## config.mk

```make
export PLATFORM = sky130hd
export DESIGN_NAME = failsafe_ramp_output_gate_core_flat
export DESIGN_NICKNAME = d
export VERILOG_FILES = /design/src/frp_pkg.sv /design/src/frp_if.sv /design/src/frp_lane.sv /design/src/failsafe_ramp_output_gate_core.sv /design/src/flat_wrapper.sv
export SDC_FILE = /design/constraint.sdc
export NUM_CORES = 1
export LEC_CHECK = 0
export ABC_CLOCK_PERIOD_IN_PS = 11300
export BUFFER_PORTS_ARGS = -buffer_cell sky130_fd_sc_hd__buf_2
export CORE_ASPECT_RATIO = 1.25
export CORE_UTILIZATION = 45
export CTS_CLUSTER_DIAMETER = 80
export DETAILED_ROUTE_END_ITERATION = 16
export HOLD_SLACK_MARGIN = 0.12
export PLACE_DENSITY = 0.59
export SLEW_MARGIN = 20
export SYNTH_ARGS = -nofsm -noshare
export SYNTH_HDL_FRONTEND = slang
export SYNTH_HIERARCHICAL = 1
export SYNTH_SLANG_ARGS = --single-unit
```

## constraint.sdc

```tcl
create_clock -name clk_i -period 11.3 [get_ports clk_i]
set_input_delay 1.13 -clock clk_i [delete_from_list [all_inputs] [get_ports clk_i]]
set_output_delay 1.13 -clock clk_i [all_outputs]
set_load 0.01 [all_outputs]
```

## src/frp_pkg.sv

```systemverilog
// types and constants shared by the fail-safe ramp output gate
// no dependencies

package frp_pkg;

  localparam int unsigned TIME_W        = 32;  // millisecond clock width
  localparam int unsigned DUR_W         = 16;  // hold duration width
  localparam int unsigned NEUTRAL_CFG_W = 12;  // neutral pulse register width
  localparam int unsigned CFG_DATA_W    = 16;
  localparam int unsigned CFG_IDX_W     = 1;

  localparam logic [CFG_IDX_W-1:0] REG_NEUTRAL  = 1'd0;
  localparam logic [CFG_IDX_W-1:0] REG_HOLD_DUR = 1'd1;

  localparam logic [NEUTRAL_CFG_W-1:0] NEUTRAL_RESET  = 12'd1500;
  localparam logic [DUR_W-1:0]         HOLD_DUR_RESET = 16'd500;

  typedef enum logic [1:0] {
    MODE_ACTIVE = 2'd0,
    MODE_HOLD   = 2'd1,
    MODE_CUT    = 2'd2
  } mode_e;

  typedef enum logic [2:0] {
    ST_IDLE,
    ST_MUL,
    ST_DIV,
    ST_FIN,
    ST_DONE
  } state_e;

  typedef struct packed {
    logic load;
    logic mul;
    logic div;
  } lane_ctrl_t;

endpackage

```

## src/frp_if.sv

```systemverilog
// handshake channels of the fail-safe ramp output gate: input beat, result beat, config write
// depends on frp_pkg

interface frp_in_if #(
  parameter int unsigned PULSE_BITS = 12
);
  logic                        valid;
  logic                        ready;
  logic                        drive_allowed;
  logic [PULSE_BITS-1:0]       commanded_left;
  logic [PULSE_BITS-1:0]       commanded_right;
  logic [PULSE_BITS-1:0]       current_left;
  logic [PULSE_BITS-1:0]       current_right;
  logic [frp_pkg::TIME_W-1:0]  now_ms;

  modport source (
    output valid, drive_allowed, commanded_left, commanded_right,
           current_left, current_right, now_ms,
    input  ready
  );
  modport sink (
    input  valid, drive_allowed, commanded_left, commanded_right,
           current_left, current_right, now_ms,
    output ready
  );
endinterface

interface frp_out_if #(
  parameter int unsigned PULSE_BITS = 12
);
  logic                  valid;
  logic                  ready;
  logic                  write_valid;
  logic                  attach_req;
  logic                  detach_req;
  logic [PULSE_BITS-1:0] left_pulse;
  logic [PULSE_BITS-1:0] right_pulse;

  modport source (
    output valid, write_valid, attach_req, detach_req, left_pulse, right_pulse,
    input  ready
  );
  modport sink (
    input  valid, write_valid, attach_req, detach_req, left_pulse, right_pulse,
    output ready
  );
endinterface

interface frp_cfg_if;
  logic                            valid;
  logic                            ready;
  logic [frp_pkg::CFG_IDX_W-1:0]   index;
  logic [frp_pkg::CFG_DATA_W-1:0]  data;

  modport source (output valid, index, data, input ready);
  modport sink (input valid, index, data, output ready);
endinterface

```

## src/frp_lane.sv

```systemverilog
// one ramp lane: bit-serial multiply of |neutral - from| by elapsed, then
// restoring divide by the duration, one bit per cycle; depends on frp_pkg

module frp_lane #(
  parameter int unsigned PULSE_BITS = 12
) (
  input  logic                        clk_i,
  input  frp_pkg::lane_ctrl_t         ctrl_i,
  input  logic [PULSE_BITS-1:0]       neutral_i,
  input  logic [PULSE_BITS-1:0]       from_i,
  input  logic [frp_pkg::DUR_W-1:0]   elapsed_i,
  input  logic [frp_pkg::DUR_W-1:0]   dur_i,
  output logic [PULSE_BITS-1:0]       pulse_o
);
  import frp_pkg::*;

  localparam int unsigned ACC_W = PULSE_BITS + DUR_W + 1;

  logic [PULSE_BITS-1:0] from_q, from_d;
  logic [PULSE_BITS-1:0] mag_q, mag_d;
  logic                  neg_q, neg_d;
  logic [ACC_W-1:0]      acc_q, acc_d;

  logic [PULSE_BITS:0]   diff;
  logic [PULSE_BITS:0]   diff_neg;
  logic [PULSE_BITS:0]   hi_sum;
  logic [DUR_W:0]        trial;
  logic [DUR_W:0]        trial_sub;
  logic                  q_bit;
  logic [DUR_W-1:0]      rem_d;
  logic [PULSE_BITS-1:0] quot;

  always_comb begin
    diff      = {1'b0, neutral_i} - {1'b0, from_i};
    diff_neg  = -diff;
    // multiply step: add magnitude into the upper half when the multiplier bit is set
    hi_sum    = acc_q[ACC_W-1:DUR_W] + (acc_q[0] ? {1'b0, mag_q} : '0);
    // divide step: partial remainder with the next dividend bit
    trial     = acc_q[ACC_W-2:PULSE_BITS-1];
    trial_sub = trial - {1'b0, dur_i};
    q_bit     = (trial >= {1'b0, dur_i});
    rem_d     = q_bit ? trial_sub[DUR_W-1:0] : trial[DUR_W-1:0];

    from_d = from_q;
    mag_d  = mag_q;
    neg_d  = neg_q;
    acc_d  = acc_q;
    if (ctrl_i.load) begin
      from_d = from_i;
      neg_d  = diff[PULSE_BITS];
      mag_d  = diff[PULSE_BITS] ? diff_neg[PULSE_BITS-1:0] : diff[PULSE_BITS-1:0];
      acc_d  = {{(PULSE_BITS+1){1'b0}}, elapsed_i};
    end else if (ctrl_i.mul) begin
      acc_d  = {1'b0, hi_sum, acc_q[DUR_W-1:1]};
    end else if (ctrl_i.div) begin
      acc_d  = {1'b0, rem_d, acc_q[PULSE_BITS-2:0], q_bit};
    end
  end

  always_ff @(posedge clk_i) begin
    from_q <= from_d;
    mag_q  <= mag_d;
    neg_q  <= neg_d;
    acc_q  <= acc_d;
  end

  // quotient magnitude truncates toward zero, sign applied afterwards
  assign quot    = acc_q[PULSE_BITS-1:0];
  assign pulse_o = neg_q ? (from_q - quot) : (from_q + quot);

endmodule

```

## src/failsafe_ramp_output_gate_core.sv

```systemverilog
// top level of the fail-safe ramp output gate: mode control, config registers, result register
// depends on frp_pkg, frp_if (channel interfaces) and frp_lane

// One input beat gives exactly one result beat. While drive is allowed the commanded pulses
// pass straight through (attach_req set on the first beat after a cut); when drive is lost
// the current pulses and now_ms are latched and each side ramps linearly to neutral_pulse
// over hold_duration_ms, ending with detach_req and a silent cut mode. One beat is handled
// at a time. A pass-through, cut or end-of-ramp beat goes from acceptance through the done
// state into the output register; a beat that is mid-ramp first runs through the two
// bit-serial lanes: shift-add multiply by the elapsed time, then restoring division by the
// duration, then the fin state. The input is taken again as soon as the result has moved
// into the output register, even if that result is still waiting.
// Config writes are always ready and must only be made while the block is idle.

module failsafe_ramp_output_gate_core #(
  parameter int unsigned PULSE_BITS = 12
) (
  input  logic  clk_i,
  input  logic  rst_ni,
  frp_cfg_if.sink in_cfg_i,
  frp_in_if.sink  in_i,
  frp_out_if.source out_o
);
  import frp_pkg::*;

  localparam int unsigned MAX_STEPS = (DUR_W > PULSE_BITS) ? DUR_W : PULSE_BITS;
  localparam int unsigned CNT_W     = $clog2(MAX_STEPS + 1);

  // config registers
  logic [PULSE_BITS-1:0] neutral_q;
  logic [DUR_W-1:0]      hold_dur_q;

  // gate state
  mode_e                 mode_q, mode_d;
  state_e                state_q, state_d;
  logic [CNT_W-1:0]      cnt_q, cnt_d;
  logic [TIME_W-1:0]     hold_start_q;
  logic [PULSE_BITS-1:0] ramp_left_q;
  logic [PULSE_BITS-1:0] ramp_right_q;

  // pending result, waiting for the output register
  logic                  res_wr_q, res_att_q, res_det_q;
  logic [PULSE_BITS-1:0] res_left_q, res_right_q;

  // output register
  logic                  out_valid_q;
  logic                  out_wr_q, out_att_q, out_det_q;
  logic [PULSE_BITS-1:0] out_left_q, out_right_q;

  logic                  in_acc;
  logic                  out_free;
  logic                  fresh_hold;
  logic                  in_ramp_mode;
  logic [TIME_W-1:0]     elapsed;
  logic                  sat;
  logic [PULSE_BITS-1:0] from_left, from_right;
  logic [PULSE_BITS-1:0] lane_left, lane_right;
  lane_ctrl_t            lane_ctrl;

  // ---------------------------------------------------------------------------
  // config port
  // ---------------------------------------------------------------------------
  assign in_cfg_i.ready = 1'b1;

  always_ff @(posedge clk_i or negedge rst_ni) begin
    if (!rst_ni) begin
      neutral_q  <= PULSE_BITS'(NEUTRAL_RESET);
      hold_dur_q <= HOLD_DUR_RESET;
    end else if (in_cfg_i.valid) begin
      case (in_cfg_i.index)
        REG_NEUTRAL:  neutral_q  <= PULSE_BITS'(in_cfg_i.data[NEUTRAL_CFG_W-1:0]);
        REG_HOLD_DUR: hold_dur_q <= in_cfg_i.data[DUR_W-1:0];
        default: ;
      endcase
    end
  end

  // ---------------------------------------------------------------------------
  // beat decode at acceptance
  // ---------------------------------------------------------------------------
  assign in_i.ready   = (state_q == ST_IDLE);
  assign in_acc       = in_i.valid && in_i.ready;
  assign out_free     = !out_valid_q || out_o.ready;

  // drive lost while active: ramp starts now from the current pulses
  assign fresh_hold   = (mode_q == MODE_ACTIVE);
  assign in_ramp_mode = (mode_q == MODE_ACTIVE) || (mode_q == MODE_HOLD);
  // wrapping difference, zero on the beat that starts the hold
  assign elapsed      = fresh_hold ? '0 : (in_i.now_ms - hold_start_q);
  // elapsed reached the duration (always so for zero duration): output sits at neutral
  assign sat          = (elapsed >= {{(TIME_W-DUR_W){1'b0}}, hold_dur_q});

  assign from_left    = fresh_hold ? in_i.current_left  : ramp_left_q;
  assign from_right   = fresh_hold ? in_i.current_right : ramp_right_q;

  // ---------------------------------------------------------------------------
  // sequencer
  // ---------------------------------------------------------------------------
  always_comb begin
    state_d        = state_q;
    cnt_d          = cnt_q;
    mode_d         = mode_q;
    lane_ctrl.load = 1'b0;
    lane_ctrl.mul  = (state_q == ST_MUL);
    lane_ctrl.div  = (state_q == ST_DIV);
    case (state_q)
      ST_IDLE: begin
        if (in_acc) begin
          if (in_i.drive_allowed) begin
            mode_d  = MODE_ACTIVE;
            state_d = ST_DONE;
          end else if (in_ramp_mode) begin
            mode_d = sat ? MODE_CUT : MODE_HOLD;
            if (sat) begin
              state_d = ST_DONE;
            end else begin
              lane_ctrl.load = 1'b1;
              cnt_d          = '0;
              state_d        = ST_MUL;
            end
          end else begin
            state_d = ST_DONE;
          end
        end
      end
      ST_MUL: begin
        cnt_d = cnt_q + 1'b1;
        if (cnt_q == CNT_W'(DUR_W - 1)) begin
          cnt_d   = '0;
          state_d = ST_DIV;
        end
      end
      ST_DIV: begin
        cnt_d = cnt_q + 1'b1;
        if (cnt_q == CNT_W'(PULSE_BITS - 1)) begin
          cnt_d   = '0;
          state_d = ST_FIN;
        end
      end
      ST_FIN: begin
        state_d = ST_DONE;
      end
      ST_DONE: begin
        if (out_free) begin
          state_d = ST_IDLE;
        end
      end
      default: begin
        state_d = ST_IDLE;
      end
    endcase
  end

  always_ff @(posedge clk_i or negedge rst_ni) begin
    if (!rst_ni) begin
      state_q <= ST_IDLE;
      mode_q  <= MODE_ACTIVE;
      cnt_q   <= '0;
    end else begin
      state_q <= state_d;
      mode_q  <= mode_d;
      cnt_q   <= cnt_d;
    end
  end

  // ramp start point and time, latched when the hold begins
  always_ff @(posedge clk_i or negedge rst_ni) begin
    if (!rst_ni) begin
      hold_start_q <= '0;
      ramp_left_q  <= '0;
      ramp_right_q <= '0;
    end else if (in_acc && !in_i.drive_allowed && fresh_hold) begin
      hold_start_q <= in_i.now_ms;
      ramp_left_q  <= in_i.current_left;
      ramp_right_q <= in_i.current_right;
    end
  end

  // ---------------------------------------------------------------------------
  // ramp lanes, one per side
  // ---------------------------------------------------------------------------
  frp_lane #(
    .PULSE_BITS (PULSE_BITS)
  ) u_lane_left (
    .clk_i     (clk_i),
    .ctrl_i    (lane_ctrl),
    .neutral_i (neutral_q),
    .from_i    (from_left),
    .elapsed_i (elapsed[DUR_W-1:0]),
    .dur_i     (hold_dur_q),
    .pulse_o   (lane_left)
  );

  frp_lane #(
    .PULSE_BITS (PULSE_BITS)
  ) u_lane_right (
    .clk_i     (clk_i),
    .ctrl_i    (lane_ctrl),
    .neutral_i (neutral_q),
    .from_i    (from_right),
    .elapsed_i (elapsed[DUR_W-1:0]),
    .dur_i     (hold_dur_q),
    .pulse_o   (lane_right)
  );

  // ---------------------------------------------------------------------------
  // pending result
  // ---------------------------------------------------------------------------
  always_ff @(posedge clk_i) begin
    if (state_q == ST_IDLE && in_acc) begin
      if (in_i.drive_allowed) begin
        // pass-through; attach only when resuming from a cut
        res_wr_q    <= 1'b1;
        res_att_q   <= (mode_q == MODE_CUT);
        res_det_q   <= 1'b0;
        res_left_q  <= in_i.commanded_left;
        res_right_q <= in_i.commanded_right;
      end else if (in_ramp_mode && sat) begin
        // ramp complete: neutral on both sides and stop the outputs
        res_wr_q    <= 1'b1;
        res_att_q   <= 1'b0;
        res_det_q   <= 1'b1;
        res_left_q  <= neutral_q;
        res_right_q <= neutral_q;
      end else begin
        // cut: nothing written, pulses zero (overwritten in fin when ramping)
        res_wr_q    <= 1'b0;
        res_att_q   <= 1'b0;
        res_det_q   <= 1'b0;
        res_left_q  <= '0;
        res_right_q <= '0;
      end
    end else if (state_q == ST_FIN) begin
      res_wr_q    <= 1'b1;
      res_att_q   <= 1'b0;
      res_det_q   <= 1'b0;
      res_left_q  <= lane_left;
      res_right_q <= lane_right;
    end
  end

  // ---------------------------------------------------------------------------
  // output register
  // ---------------------------------------------------------------------------
  always_ff @(posedge clk_i or negedge rst_ni) begin
    if (!rst_ni) begin
      out_valid_q <= 1'b0;
    end else if (state_q == ST_DONE && out_free) begin
      out_valid_q <= 1'b1;
    end else if (out_o.ready) begin
      out_valid_q <= 1'b0;
    end
  end

  always_ff @(posedge clk_i) begin
    if (state_q == ST_DONE && out_free) begin
      out_wr_q    <= res_wr_q;
      out_att_q   <= res_att_q;
      out_det_q   <= res_det_q;
      out_left_q  <= res_left_q;
      out_right_q <= res_right_q;
    end
  end

  assign out_o.valid       = out_valid_q;
  assign out_o.write_valid = out_wr_q;
  assign out_o.attach_req  = out_att_q;
  assign out_o.detach_req  = out_det_q;
  assign out_o.left_pulse  = out_left_q;
  assign out_o.right_pulse = out_right_q;

  // ---------------------------------------------------------------------------
  // assertions
  // ---------------------------------------------------------------------------

  // detach only comes with a final neutral write and never with attach
  a_detach_with_write: assert property (@(posedge clk_i) disable iff (!rst_ni)
    out_o.valid && out_o.detach_req |-> out_o.write_valid && !out_o.attach_req)
    else $error("detach beat without write or with attach");

  // a beat that writes nothing carries zero pulses
  a_quiet_zero: assert property (@(posedge clk_i) disable iff (!rst_ni)
    out_o.valid && !out_o.write_valid |-> out_o.left_pulse == '0 && out_o.right_pulse == '0)
    else $error("non-writing beat with non-zero pulses");

  // drive allowed always returns the gate to active
  a_allowed_active: assert property (@(posedge clk_i) disable iff (!rst_ni)
    in_i.valid && in_i.ready && in_i.drive_allowed |=> mode_q == MODE_ACTIVE)
    else $error("gate not active after an allowed beat");

  // the lanes only run while holding
  a_ramp_in_hold: assert property (@(posedge clk_i) disable iff (!rst_ni)
    (state_q == ST_MUL || state_q == ST_DIV || state_q == ST_FIN) |-> mode_q == MODE_HOLD)
    else $error("ramp arithmetic outside hold mode");

endmodule

```

## src/flat_wrapper.sv

```systemverilog
// flat-port wrapper written by rule: the top's interface ports become plain ports
module failsafe_ramp_output_gate_core_flat import frp_pkg::*;
#(
  parameter int unsigned PULSE_BITS = 12
)
  (clk_i, rst_ni, in_cfg_i_valid, in_cfg_i_index, in_cfg_i_data, in_cfg_i_ready, in_i_valid, in_i_drive_allowed, in_i_commanded_left, in_i_commanded_right, in_i_current_left, in_i_current_right, in_i_now_ms, in_i_ready, out_o_valid, out_o_write_valid, out_o_attach_req, out_o_detach_req, out_o_left_pulse, out_o_right_pulse, out_o_ready);
  frp_cfg_if in_cfg_i_i ();
  frp_in_if #(.PULSE_BITS(PULSE_BITS)) in_i_i ();
  frp_out_if #(.PULSE_BITS(PULSE_BITS)) out_o_i ();
  input  logic clk_i;
  input  logic rst_ni;
  input wire logic [$bits(in_cfg_i_i.valid)-1:0] in_cfg_i_valid;
  input wire logic [$bits(in_cfg_i_i.index)-1:0] in_cfg_i_index;
  input wire logic [$bits(in_cfg_i_i.data)-1:0] in_cfg_i_data;
  output wire logic [$bits(in_cfg_i_i.ready)-1:0] in_cfg_i_ready;
  input wire logic [$bits(in_i_i.valid)-1:0] in_i_valid;
  input wire logic [$bits(in_i_i.drive_allowed)-1:0] in_i_drive_allowed;
  input wire logic [$bits(in_i_i.commanded_left)-1:0] in_i_commanded_left;
  input wire logic [$bits(in_i_i.commanded_right)-1:0] in_i_commanded_right;
  input wire logic [$bits(in_i_i.current_left)-1:0] in_i_current_left;
  input wire logic [$bits(in_i_i.current_right)-1:0] in_i_current_right;
  input wire logic [$bits(in_i_i.now_ms)-1:0] in_i_now_ms;
  output wire logic [$bits(in_i_i.ready)-1:0] in_i_ready;
  output wire logic [$bits(out_o_i.valid)-1:0] out_o_valid;
  output wire logic [$bits(out_o_i.write_valid)-1:0] out_o_write_valid;
  output wire logic [$bits(out_o_i.attach_req)-1:0] out_o_attach_req;
  output wire logic [$bits(out_o_i.detach_req)-1:0] out_o_detach_req;
  output wire logic [$bits(out_o_i.left_pulse)-1:0] out_o_left_pulse;
  output wire logic [$bits(out_o_i.right_pulse)-1:0] out_o_right_pulse;
  input wire logic [$bits(out_o_i.ready)-1:0] out_o_ready;
  assign in_cfg_i_i.valid = in_cfg_i_valid;
  assign in_cfg_i_i.index = in_cfg_i_index;
  assign in_cfg_i_i.data = in_cfg_i_data;
  assign in_cfg_i_ready = in_cfg_i_i.ready;
  assign in_i_i.valid = in_i_valid;
  assign in_i_i.drive_allowed = in_i_drive_allowed;
  assign in_i_i.commanded_left = in_i_commanded_left;
  assign in_i_i.commanded_right = in_i_commanded_right;
  assign in_i_i.current_left = in_i_current_left;
  assign in_i_i.current_right = in_i_current_right;
  assign in_i_i.now_ms = in_i_now_ms;
  assign in_i_ready = in_i_i.ready;
  assign out_o_valid = out_o_i.valid;
  assign out_o_write_valid = out_o_i.write_valid;
  assign out_o_attach_req = out_o_i.attach_req;
  assign out_o_detach_req = out_o_i.detach_req;
  assign out_o_left_pulse = out_o_i.left_pulse;
  assign out_o_right_pulse = out_o_i.right_pulse;
  assign out_o_i.ready = out_o_ready;
  failsafe_ramp_output_gate_core #(.PULSE_BITS(PULSE_BITS)) u_core (.clk_i(clk_i), .rst_ni(rst_ni), .in_cfg_i(in_cfg_i_i), .in_i(in_i_i), .out_o(out_o_i));
endmodule
```

* Word level (Yosys, flattened, before mapping) *
Index checks and enable logic that the tools add are counted.

cells by class
  add/sub/neg operators = 14
  $lt $le $gt $ge = 3
  eq/ne operators = 15
  mux-type cells = 58
  bitwise gates (word level) = 1
  reduce and logical (&&, ||, !) cells = 23

operators with widths
  cell                                           number
  2-to-1 mux 12 bit                              15
  2-to-1 mux 28 bit                              4
  2-to-1 mux 16 bit                              4
  greater-or-equal comparator 17 x 16 -> 1 bit   2
  greater-or-equal comparator 32 x 16 -> 1 bit   1
  2-to-1 mux 32 bit                              1
  subtractor 16 bit                              2
  subtractor 32 bit                              1
  2-to-1 mux 5 bit                               6
  adder 12 x 12 -> 13 bit                        2
  subtractor 12 x 12 -> 13 bit                   2
  adder 12 bit                                   2
  negation 12 bit                                2
  subtractor 12 bit                              2
  2-to-1 mux 3 bit                               7
  2-to-1 mux 1 bit                               16
  one-hot mux 3 bit (5 select lines)             1
  one-hot mux 5 bit (3 select lines)             1
  inequality test 2 bit, second input constant   6
  == test 5 x 4 -> 1 bit, second input constant  2
  nonzero test 2 bit                             4
  == test 3 x 2 -> 1 bit, second input constant  2
  logical AND 1 bit                              6
  2-to-1 mux 2 bit                               3
  16 further kinds                               20

storage, ports and cells
  flip-flop bits (word level) = 255
  input port bits = 103
  output and inout bits = 30
  word-level logic and storage cells = 143

* Logic depth before layout (Yosys ltp) *
Gate-level depths: netlist (run 1).

  word-level depth = 9
  mapped depth = 27
  gate-level depth less buffers = 26

* Hierarchy *
Netlist (run 1), hierarchy kept.

by module, submodules not included
  module                          times used  cells each  area an instance (um2)  seq. area each (um2)
  failsafe_ramp_output_gate_core  1           848         8,760.9                 4,015.1
  frp_lane (u_core.u_lane_left)   1           602         5,256.3                 1,471.4
  frp_lane (u_core.u_lane_right)  1           593         5,081.1                 1,471.4

* Least setup slack after synthesis (run 1) *
OpenSTA, ideal clock, no wires.

  path type = input-to-reg
  from = input in_i_now_ms[0]
  to = register u_core.u_lane_right.acc_q[0], enable pin
  library setup time = 372 ps
  arrival = 8,396 ps
  data required time = 10,928 ps
  path slack = 2,532 ps
  stages on the path = 24
  buffers on the path = 2
  cells stage by stage = inv_1 ha_1 fa_1 nand2b_1 a21oi_1 nor2_1 o21ai_0 a21boi_0 xor2_1 nor2_1 ha_1 nand2_1 nor2_1 a211oi_1 o21ai_0 a211o_1 or4b_1 or4_4 nor3_4 o21ai_0 nor2_1 clkbuf_1 clkbuf_1 or3_1

RTL lines
  item                  line                text
  from (decl)           flat_wrapper.sv:22  input wire logic [$bits(in_i_i.now_ms)-1:0] in_i_now_ms;
  to (signal assigned)  frp_lane.sv:64      acc_q <= acc_d;
  to (decl)             frp_lane.sv:22      logic [ACC_W-1:0] acc_q, acc_d;

==> results of run 1 <==
[sequential cells by signal (all words and copies together), names as in the netlist, 2 cells and up]
signal	flops
u_core/ramp_left_q	12
u_core/out_o.right_pulse	12
u_core/cnt_q	5
u_core/u_lane_right/from_q	12
u_core/state_q	3
u_core/u_lane_left/acc_q	28
u_core/u_lane_right/acc_q	28
u_core/hold_dur_q	16
u_core/u_lane_right/mag_q	12
u_core/neutral_q	12
u_core/hold_start_q	32
u_core/res_left_q	12
u_core/mode_q	2
u_core/ramp_right_q	12
u_core/res_right_q	12
u_core/u_lane_left/mag_q	12
u_core/u_lane_left/from_q	12
u_core/out_o.left_pulse	12
[synth_stat cells, types with 10 or more instances]
| cell | n |
|---|---|
| sky130_fd_sc_hd__xnor2_1 | 88 |
| sky130_fd_sc_hd__ha_1 | 156 |
| sky130_fd_sc_hd__nand4_1 | 20 |
| sky130_fd_sc_hd__a21o_1 | 36 |
| sky130_fd_sc_hd__a31oi_1 | 25 |
| sky130_fd_sc_hd__nor2_1 | 130 |
| sky130_fd_sc_hd__o31ai_1 | 15 |
| sky130_fd_sc_hd__and3_1 | 34 |
| sky130_fd_sc_hd__or2_2 | 10 |
| sky130_fd_sc_hd__o211ai_1 | 11 |
| sky130_fd_sc_hd__dfstp_2 | 13 |
| sky130_fd_sc_hd__dfxtp_1 | 24 |
| sky130_fd_sc_hd__o21a_1 | 32 |
| sky130_fd_sc_hd__mux2_2 | 83 |
| sky130_fd_sc_hd__and2_1 | 34 |
| sky130_fd_sc_hd__nor2b_1 | 18 |
| sky130_fd_sc_hd__mux2i_1 | 39 |
| sky130_fd_sc_hd__or3_1 | 12 |
| sky130_fd_sc_hd__xor2_1 | 42 |
| sky130_fd_sc_hd__inv_1 | 167 |
| sky130_fd_sc_hd__nand2b_1 | 25 |
| sky130_fd_sc_hd__o22ai_1 | 10 |
| sky130_fd_sc_hd__a221o_1 | 27 |
| sky130_fd_sc_hd__nand2_1 | 154 |
| sky130_fd_sc_hd__o21bai_1 | 10 |
| sky130_fd_sc_hd__a211oi_1 | 23 |
| sky130_fd_sc_hd__nand3_1 | 36 |
| sky130_fd_sc_hd__dfrtp_1 | 82 |
| sky130_fd_sc_hd__nor4_1 | 14 |
| sky130_fd_sc_hd__o21ai_0 | 153 |
| sky130_fd_sc_hd__edfxtp_1 | 136 |
| sky130_fd_sc_hd__a21oi_1 | 111 |
| sky130_fd_sc_hd__clkbuf_1 | 48 |
| sky130_fd_sc_hd__nor3_1 | 46 |
| sky130_fd_sc_hd__buf_2 | 19 |
[layout make-up]
class	instances	area, um2	area share, %
Multi-Input combinational cell	1538	11200	52.7
Sequential cell	255	6960	32.8
Clock buffer	37	787	3.72
Timing Repair Buffer	141	733	3.46
Tap cell	559	699	3.30
Inverter	169	634	2.99
Clock inverter	17	198	0.933
[final timing paths]
path                       depth (start not counted)                      endpoint  slack, ns                   start
max                                               27  u_core/u_lane_left/acc_q[24]       4.08          in_i_now_ms[0]
min                                                0    u_core/out_o.left_pulse[9]       0.42    u_core/res_left_q[9]
max reg2reg                                       25  u_core/u_lane_left/acc_q[24]       4.40  u_core/hold_start_q[8]
min reg2reg                                        0    u_core/out_o.left_pulse[9]       0.42    u_core/res_left_q[9]
max in group asynchronous                          2          u_core/hold_dur_q[3]       9.52                  rst_ni
min in group asynchronous                          1       u_core/hold_start_q[27]       0.48                  rst_ni
[cells by family after synthesis]
group                    count (synthesis)  share of synthesized area, %
multiplexers                           122                          6.94
other                                    1                        0.0196
AND/OR/NAND/NOR                        563                          14.7
AO/OA/AOI/OAI                          557                          19.5
adder cells (fa/ha/maj)                165                          11.2
XOR/XNOR                               130                          5.96
buffers and inverters                  250                          5.29
flip-flops                             255                          36.4
[layer usage]
| layer | global-route usage [%] | share of wire [%] |
|---|---|---|
| met5 | 0 | 0 |
| met4 | 9.17 | 3.4 |
| met3 | 3.09 | 4.5 |
| met2 | 45.8 | 51 |
| met1 | 31.0 | 41 |
[per-stage QoR]
stage / area (um2) / power [mW] / instances
final: 21200 / 6.85 / 2716
after global placement: 20200 / 5.78 / 2662
after floorplan: 19100 / 4.82 / 2043
after global routing: 21200 / 7.39 / 2716
after CTS: 21200 / 6.86 / 2716
after detailed placement: 20200 / 5.83 / 2662
[power groups by stage]
stage	logic, mW	clock network (mW)	registers [mW]
floorplan	3.14	0	1.67
global placement	4.00	0	1.78
detailed placement	4.04	0	1.79
CTS	4.08	1.01	1.77
global route	4.54	1.04	1.81
finish	4.09	0.985	1.77
==> results.tsv, run 1 <==
metric	value	unit
globalRouteTotalUtil	25.5	%
cts_max_level	1	
boundary_pin_count	133	
synth_sequential_area_ratio	36.4	%
tritoncts_num_sinks	255	
globalRoute.totalOverflow	0	
final-setup-viol-count	0	
number_of_antenna_violations_at_the_first_check_in_global_routing	0	
share_seq_of_total_power	25.9	%
power-per-cell-area	323	nW/um2
yosys.cell_types.count	97	
post_drt_via_cell_ratio	5.79	
detail-route-antenna-nets	0	
worst-setup-path-type	in -> reg	
timing.critical_path.buf_inv	3	
switching_fraction_of_total_power	44.8	%
floorplan.initialDensity	45.5	%
dp_wirelength	42000	um
p_int	3.78	mW
critPathArrivalTime	7.67	ns
async_reset_ff_share	37.3	%
maximum_vdd_drop	168	uV
most-common-layout-cells	sky130_fd_sc_hd__inv_1, sky130_fd_sc_hd__ha_1, sky130_fd_sc_hd__nand2_1, sky130_fd_sc_hd__o21ai_0, sky130_fd_sc_hd__edfxtp_1	
worst_slew_pin_slew	1.05	ns
rsz_0062_raised_after_global_routing	false	
first_pass_iters	5	
dr.first_iter.drc_count	1084	
synth_top_area_share	21.4	%
cts_tree	done	
setup.worst_path.end_class	flip-flop	
insertedDiodeCount	0	
worst_hold_slack_after_final_layout	0.418	ns
comb_power_share	59.7	%
design.core.area	41900	um2
route.vias.total	15730	
design.die.area	43300	um2
final-hold-violation-count	0	
holdBufCountCts	0	
drt_wl_total	54900	um
hold_crit_path_type	reg -> reg	
grt_max_degree	72	
final_core_utilization	50.5	%
grt_pass1_vias	15898	
netlist_top_cells_area	sky130_fd_sc_hd__edfxtp_1, sky130_fd_sc_hd__dfrtp_1, sky130_fd_sc_hd__ha_1, sky130_fd_sc_hd__mux2_2, sky130_fd_sc_hd__xnor2_1	
post_cts.resized_instances	0	
global_route_wire_length_before_repair	85200	um
relSlewSlack	30.0	%
die_w	186	um
layout-drive-gt1-share	15.3	%
post_synth.cell_area_avg	9.35	um2
netlist_area	19100	um2
synth_warnings	6	
critPathMaxFanout	59	
netlist.top_cell.by_area	sky130_fd_sc_hd__edfxtp_1	
area.growth.synth_to_final	10.9	%
layout.cells.most_common	sky130_fd_sc_hd__inv_1	
detailedPlace.worstSlack	3.52	ns
post_cts_buffers	0	
crit_path_start_kind	input pin	
clock_power_share	14.4	%
place.gp.congestion	0.876	
number_of_max_slew_violations_in_the_final_report	0	
synth_nets	2311	
row_count	84	
insertion_delay_of_the_later_clocked_pin_in_the_worst_skew_pair	0.58	ns
cts_buffers	29	
power.switching	3.07	mW
portBuffers	131	
ys_ff_latch	255	
timing.max_cap.violations	0	
cp_top_family	simple AND/OR/NAND/NOR gates	
dominantRegCellSynth	sky130_fd_sc_hd__edfxtp_1	
ctsLongestPathBuffers	3	
fin_skew	0.0232	ns
design.final.nets	2402	
path_clk_slew	0.06	ns
timing.setup.tns	0	ns
clock_tree.root_cell	sky130_fd_sc_hd__clkbuf_16	
total_drc_errors_in_the_routed_layout	0	
final_min_period_over_clock_period	63.9	%
filler_cell_count	3982	
run_status	finished clean	
critPathRequiredTime	11.74	ns
power_leakage	9.04	nW
synth_edf_count	136	
fmaxAchievable	138	MHz
tmin_final	7.22	ns
chipHeight	232	um
post_drt_wl_per_cell	20.2	um
pnr_worst_setup_slack	4.08	ns
syn_inst	2043	
critPathSlowestCell	sky130_fd_sc_hd__nand2_1	
critPathMaxStageDelay	0.60	ns
No activity file was read; power rests on OpenSTA's default activity.
==> run 2: changes to the inputs <==
ABC_CLOCK_PERIOD_IN_PS = 6600   (was 11300)
PLACE_DENSITY = 0.62   (was 0.59)
clock period = 6.6 ns   (was 11.3 ns; I/O delays follow)
==> results.tsv, run 2 (same netlist as run 1, synthesis figures left out) <==
metric	value	unit
path_clk_slew	0.06	ns
design.core.area	41900	um2
p_int	6.47	mW
clock_tree.root_cell	sky130_fd_sc_hd__clkbuf_16	
reg_with_most_ffs	u_core/hold_start_q	
timing.setup.tns	0	ns
worst-setup-path-type	reg -> reg	
boundary_pin_count	133	
design.final.nets	2410	
critPathMaxFanout	51	
area.sequential	6960	um2
area.growth.synth_to_final	11.3	%
detail-route-antenna-nets	0	
route.vias.total	15809	
cts_buffers	29	
layout.cells.most_common	sky130_fd_sc_hd__inv_1	
cts_tree	done	
chipHeight	232	um
cts_max_level	1	
portBuffers	131	
power.switching	5.25	mW
insertion_delay_of_the_later_clocked_pin_in_the_worst_skew_pair	0.59	ns
detailedPlace.worstSlack	0.263	ns
fmaxAchievable	168	MHz
tritoncts_num_sinks	255	
crit_path_start_kind	flip-flop	
switching_fraction_of_total_power	44.8	%
share_seq_of_total_power	25.8	%
power_leakage	9.08	nW
post_drt_via_cell_ratio	5.80	
run_status	finished clean	
critPathArrivalTime	6.42	ns
final-setup-viol-count	0	
final-hold-violation-count	0	
final_min_period_over_clock_period	90.2	%
first_pass_iters	7	
globalRoute.totalOverflow	0	
worst_slew_pin_slew	1.10	ns
multiInputGateArea	11200	um2
row_count	84	
fin_skew	0.0178	ns
die_w	186	um
relSlewSlack	26.5	%
hold_crit_path_type	in -> reg	
drt_wl_total	53700	um
timing.max_cap.violations	0	
global_route_wire_length_before_repair	83100	um
tmin_final	5.96	ns
post_drt_wl_per_cell	19.7	um
globalRouteTotalUtil	24.8	%
rsz_0062_raised_after_global_routing	false	
number_of_max_slew_violations_in_the_final_report	0	
pnr_worst_setup_slack	0.645	ns
critPathRequiredTime	7.06	ns
clock_power_share	14.1	%
flip_flop_count_of_the_largest_register_all_copies_and_words_added	32	
filler_cell_count	3983	
total_drc_errors_in_the_routed_layout	0	
maximum_vdd_drop	300	uV
layout-drive-gt1-share	15.7	%
comb_power_share	60.1	%
most-common-layout-cells	sky130_fd_sc_hd__inv_1, sky130_fd_sc_hd__ha_1, sky130_fd_sc_hd__nand2_1, sky130_fd_sc_hd__o21ai_0, sky130_fd_sc_hd__edfxtp_1	
design.die.area	43300	um2
grt_pass1_vias	15382	
rrSetupSlack	0.64	ns
number_of_antenna_violations_at_the_first_check_in_global_routing	0	
power-per-cell-area	551	nW/um2
ctsLongestPathBuffers	3	
post_cts.resized_instances	0	
insertedDiodeCount	0	
place.gp.congestion	0.921	
largestRegisters	u_core/hold_start_q (32), u_core/u_lane_left/acc_q (28), u_core/u_lane_right/acc_q (28)	
floorplan.initialDensity	45.5	%
setup.worst_path.end_class	flip-flop	
dp_wirelength	41500	um
grt_max_degree	71	
dr.first_iter.drc_count	1043	
## run 2: changes by cell type in the layout (fill, tap and decap cells not counted), sizes merged
cell	before	now
clkinv	10	9
buf	141	148
clkbuf	37	40
bufinv	4	2
dlygate4sd3	0	1
## run 2: area by class of cell
| type | instances | area share [%] |
|---|---|---|
| Timing Repair Buffer | 149 | 3.80 |
| Inverter | 169 | 2.99 |
| Tap cell | 559 | 3.29 |
| Clock buffer | 40 | 3.90 |
| Clock inverter | 14 | 0.706 |
| Sequential cell | 255 | 32.7 |
| Multi-Input combinational cell | 1538 | 52.6 |
## run 2: worst paths after layout
kind	endpoint	cells past startpoint	startpoint
max in group asynchronous	u_core/hold_dur_q[14]	3	rst_ni
setup / recovery	u_core/u_lane_right/acc_q[21]	25	u_core/hold_start_q[0]
min in group asynchronous	u_core/hold_start_q[29]	2	rst_ni
hold / removal	u_core/hold_start_q[23]	3	in_i_now_ms[23]
hold reg to reg	u_core/out_o.left_pulse[3]	0	u_core/res_left_q[3]
setup reg to reg	u_core/u_lane_right/acc_q[21]	25	u_core/hold_start_q[0]
## run 2: critical path, stage by stage (launching register included)
cell and delay, ns:
sky130_fd_sc_hd__dfrtp_1 0.38, sky130_fd_sc_hd__ha_1 0.22, sky130_fd_sc_hd__fa_1 0.40, sky130_fd_sc_hd__nand2b_1 0.18
sky130_fd_sc_hd__a21oi_1 0.22, sky130_fd_sc_hd__nor2_1 0.11, sky130_fd_sc_hd__o21ai_1 0.20, sky130_fd_sc_hd__a21boi_0 0.13
sky130_fd_sc_hd__xor2_1 0.15, sky130_fd_sc_hd__nor2_1 0.24, sky130_fd_sc_hd__ha_1 0.31, sky130_fd_sc_hd__nand2_1 0.06
sky130_fd_sc_hd__nor2_1 0.04, sky130_fd_sc_hd__a211oi_1 0.21, sky130_fd_sc_hd__o21ai_0 0.11, sky130_fd_sc_hd__a211o_1 0.31
sky130_fd_sc_hd__or4b_1 0.53, sky130_fd_sc_hd__or4_4 0.55, sky130_fd_sc_hd__nor3_4 0.19, sky130_fd_sc_hd__o21ai_1 0.17
sky130_fd_sc_hd__nor2_4 0.27, sky130_fd_sc_hd__buf_12 0.27, sky130_fd_sc_hd__nor2_1 0.13, sky130_fd_sc_hd__nand2_1 0.12
sky130_fd_sc_hd__a211oi_1 0.05, sky130_fd_sc_hd__a311o_1 0.28
## run 2: stage by stage
stage	cell area, um2	cells	power, mW	hold WS, ns	util (%)
after floorplan	19100	2043	8.26	0.364	-
after global placement	20300	2669	9.92	0.405	48.3
after global routing	21300	2724	12.6	0.291	50.7
final	21300	2724	11.7	0.304	50.7
after detailed placement	20300	2669	10.0	0.405	48.3
after CTS	21300	2724	11.7	0.274	50.7
## run 2: power by group through the flow
stage	Combinational, mW	Sequential [mW]	Clock (mW)
detailed placement	6.96	3.05	0
global placement	6.88	3.04	0
CTS	7.01	3.03	1.70
global route	7.79	3.09	1.75
finish	7.05	3.02	1.65
floorplan	5.39	2.86	0
## run 2: routing by layer
metal,global-route usage [%],share of wire [%],vias up
met5,0,0,-
met4,9.17,3.4,0
met3,2.96,4.8,94
met2,44.2,51,420
met1,30.1,41,7612
li1,-,-,7683
## run 2: what timing repair did
item,in CTS,in global routing
hold endpoints to repair,39,0
setup buffers,0,0
endpoints found under the setup margin,0,0
hold buffers,1,0
==> run 3: changes to the inputs <==
ABC_CLOCK_PERIOD_IN_PS = 5950   (was 6600)
PLACE_DENSITY = 0.59   (was 0.62)
TNS_END_PERCENT = 100   (was default)
clock period = 5.95 ns   (was 6.6 ns; I/O delays follow)
==> results.tsv, run 3 (same netlist as run 1, synthesis figures left out) <==
metric	value	unit
total_drc_errors_in_the_routed_layout	0	
grt_pass1_vias	15620	
critPathMaxStageDelay	0.58	ns
timing.critical_path.buf_inv	3	
run_status	finished clean	
cts_buffers	29	
rrSetupSlack	0.36	ns
relSlewSlack	29.2	%
worst_hold_startpoint	in_i_now_ms[30]	
multiInputGateArea	11300	um2
crit_path_start_kind	flip-flop	
hold_crit_path_type	in -> reg	
critPathRequiredTime	6.23	ns
drt_wl_total	53700	um
final-hold-violation-count	0	
globalRouteTotalUtil	24.9	%
launching_point_of_the_worst_reg2reg_path	u_core/hold_start_q[1]	
rsz_0062_raised_after_global_routing	false	
chipHeight	232	um
cp_top_family	simple AND/OR/NAND/NOR gates	
globalRoute.totalOverflow	0	
first_pass_iters	5	
tmin_final	5.59	ns
critPathArrivalTime	5.87	ns
global_route_wire_length_before_repair	83800	um
design_power_total	13.4	mW
insertedDiodeCount	0	
min_delay_worst_endpoint	u_core/hold_start_q[30]	
critPathSlowestCell	sky130_fd_sc_hd__or4_4	
reg2reg_to	u_core/u_lane_left/acc_q[5]	
detailedPlace.worstSlack	-0.0306	ns
place.gp.congestion	0.913	
dr.first_iter.drc_count	959	
path_clk_slew	0.06	ns
layout.cells.most_common	sky130_fd_sc_hd__inv_1	
area.sequential	6960	um2
row_count	84	
design.die.area	43300	um2
cp_cell_sequence	inv_1 -> ha_1 -> nor2b_1 -> o2111ai_2 -> a311oi_2 -> or2_2 -> nor2_1 -> xor2_1 -> nor2_2 -> ha_1 -> a21oi_1 -> nor2b_1 -> o21ai_0 -> o21ai_1 -> a211o_1 -> or4b_1 -> or4_4 -> nor3_4 -> o21ai_2 -> nor2_4 -> buf_12 -> nor2_1 -> nand2_4 -> buf_12	
fin_skew	0.0251	ns
die_w	186	um
grt_max_degree	87	
worst-setup-path-type	reg -> reg	
layout-drive-gt1-share	17.6	%
pnr_worst_setup_slack	0.362	ns
rr_worst_depth	24	
power_leakage	9.29	nW
number_of_antenna_violations_at_the_first_check_in_global_routing	0	
design.final.nets	2441	
insertion_delay_of_the_later_clocked_pin_in_the_worst_skew_pair	0.59	ns
final-setup-viol-count	0	
critPathMaxFanout	15	
timing.setup.tns	0	ns
ctsLongestPathBuffers	3	
floorplan.initialDensity	45.5	%
worst_slew_pin_slew	1.06	ns
cts_tree	done	
final_min_period_over_clock_period	93.9	%
design.core.area	41900	um2
tritoncts_num_sinks	255	
largestRegisters	u_core/hold_start_q (32), u_core/u_lane_left/acc_q (28), u_core/u_lane_right/acc_q (28)	
area.growth.synth_to_final	13.6	%
reg_with_most_ffs	u_core/hold_start_q	
post_drt_via_cell_ratio	5.73	
dp_wirelength	41600	um
filler_cell_count	3883	
boundary_pin_count	133	
holdPathStages	3	
timing.max_cap.violations	0	
setup.worst_path.end_class	flip-flop	
number_of_max_slew_violations_in_the_final_report	0	
clock_tree.root_cell	sky130_fd_sc_hd__clkbuf_16	
post_drt_wl_per_cell	19.5	um
final_core_utilization	51.7	%
portBuffers	131	
maximum_vdd_drop	342	uV
most-common-layout-cells	sky130_fd_sc_hd__inv_1, sky130_fd_sc_hd__ha_1, sky130_fd_sc_hd__nand2_1, sky130_fd_sc_hd__edfxtp_1, sky130_fd_sc_hd__buf_2	
fmaxAchievable	179	MHz
power-per-cell-area	617	nW/um2
detail-route-antenna-nets	0	
route.vias.total	15776	
flip_flop_count_of_the_largest_register_all_copies_and_words_added	32	
cts_max_level	1	
-- run 3: cell types whose count changed in the layout (fill, tap and decap cells not counted), moves of 3 or more --
cell / delta
sky130_fd_sc_hd__buf_4: +29
sky130_fd_sc_hd__clkbuf_1: -4
sky130_fd_sc_hd__bufinv_16: +5
sky130_fd_sc_hd__clkbuf_8: -3
sky130_fd_sc_hd__o21ai_0: -22
sky130_fd_sc_hd__nor2_1: -3
sky130_fd_sc_hd__nor2_4: +3
sky130_fd_sc_hd__o21ai_1: +21
-- run 3: what timing repair did --
action / 4_1_cts / 5_1_grt
endpoints found under the hold margin: 40 / 0
setup buffers: 0 / 1
gates resized for setup: 0 / 4
hold buffers: 1 / 0
endpoints found under the setup margin: 0 / 61
-- run 3: final cells by class --
cell class / instances / share of cell area (%)
Clock buffer: 32 / 3.44
Clock inverter: 22 / 1.46
Inverter: 169 / 3.02
Multi-Input combinational cell: 1538 / 51.9
Sequential cell: 255 / 32.1
Tap cell: 559 / 3.23
Timing Repair Buffer: 180 / 4.88
-- run 3: worst max path at each step --
| stage | startpoint | endpoint | slack (ns) | cells past startpoint |
|---|---|---|---|---|
| after floorplan | in_i_now_ms[0] | u_core/u_lane_left/acc_q[12] | -0.34 | 25 |
| after global placement | in_i_now_ms[1] | u_core/u_lane_right/acc_q[21] | 0.04 | 25 |
| after detailed placement | in_i_now_ms[8] | u_core/u_lane_right/acc_q[21] | -0.03 | 25 |
| after CTS | u_core/hold_start_q[1] | u_core/u_lane_left/acc_q[24] | 0.24 | 25 |
| after global routing | u_core/hold_start_q[4] | u_core/u_lane_left/acc_q[15] | 0.04 | 23 |
| final | u_core/hold_start_q[1] | u_core/u_lane_left/acc_q[5] | 0.36 | 24 |
-- run 3: per-layer routing --
layer,GRT usage (%),share of wire (%)
met5,0,0
met4,6.69,2.3
met3,2.53,4.1
met2,45.9,52
met1,30.5,42
-- run 3: stage by stage --
stage          area [um2]  cells  hold WS, ns
2_1_floorplan       19300   2043        0.299
3_3_place_gp        20600   2699        0.403
3_5_place_dp        20600   2699        0.405
4_1_cts             21600   2754        0.197
5_1_grt             21700   2755        0.200
6_report            21700   2755        0.229
-- run 3: worst min-delay path, cell delays in order --
cell	delay [ns]
sky130_fd_sc_hd__buf_2	0.09
sky130_fd_sc_hd__nand2_1	0.04
sky130_fd_sc_hd__o21ai_0	0.06
-- run 3: power breakdown --
part | leakage [nW] | switching [mW] | internal [mW]
clock | 0.514 | 0.772 | 1.22
sequential | 2.59 | 0.520 | 2.84
combinational | 6.19 | 4.62 | 3.43
total | 9.29 | 5.91 | 7.48
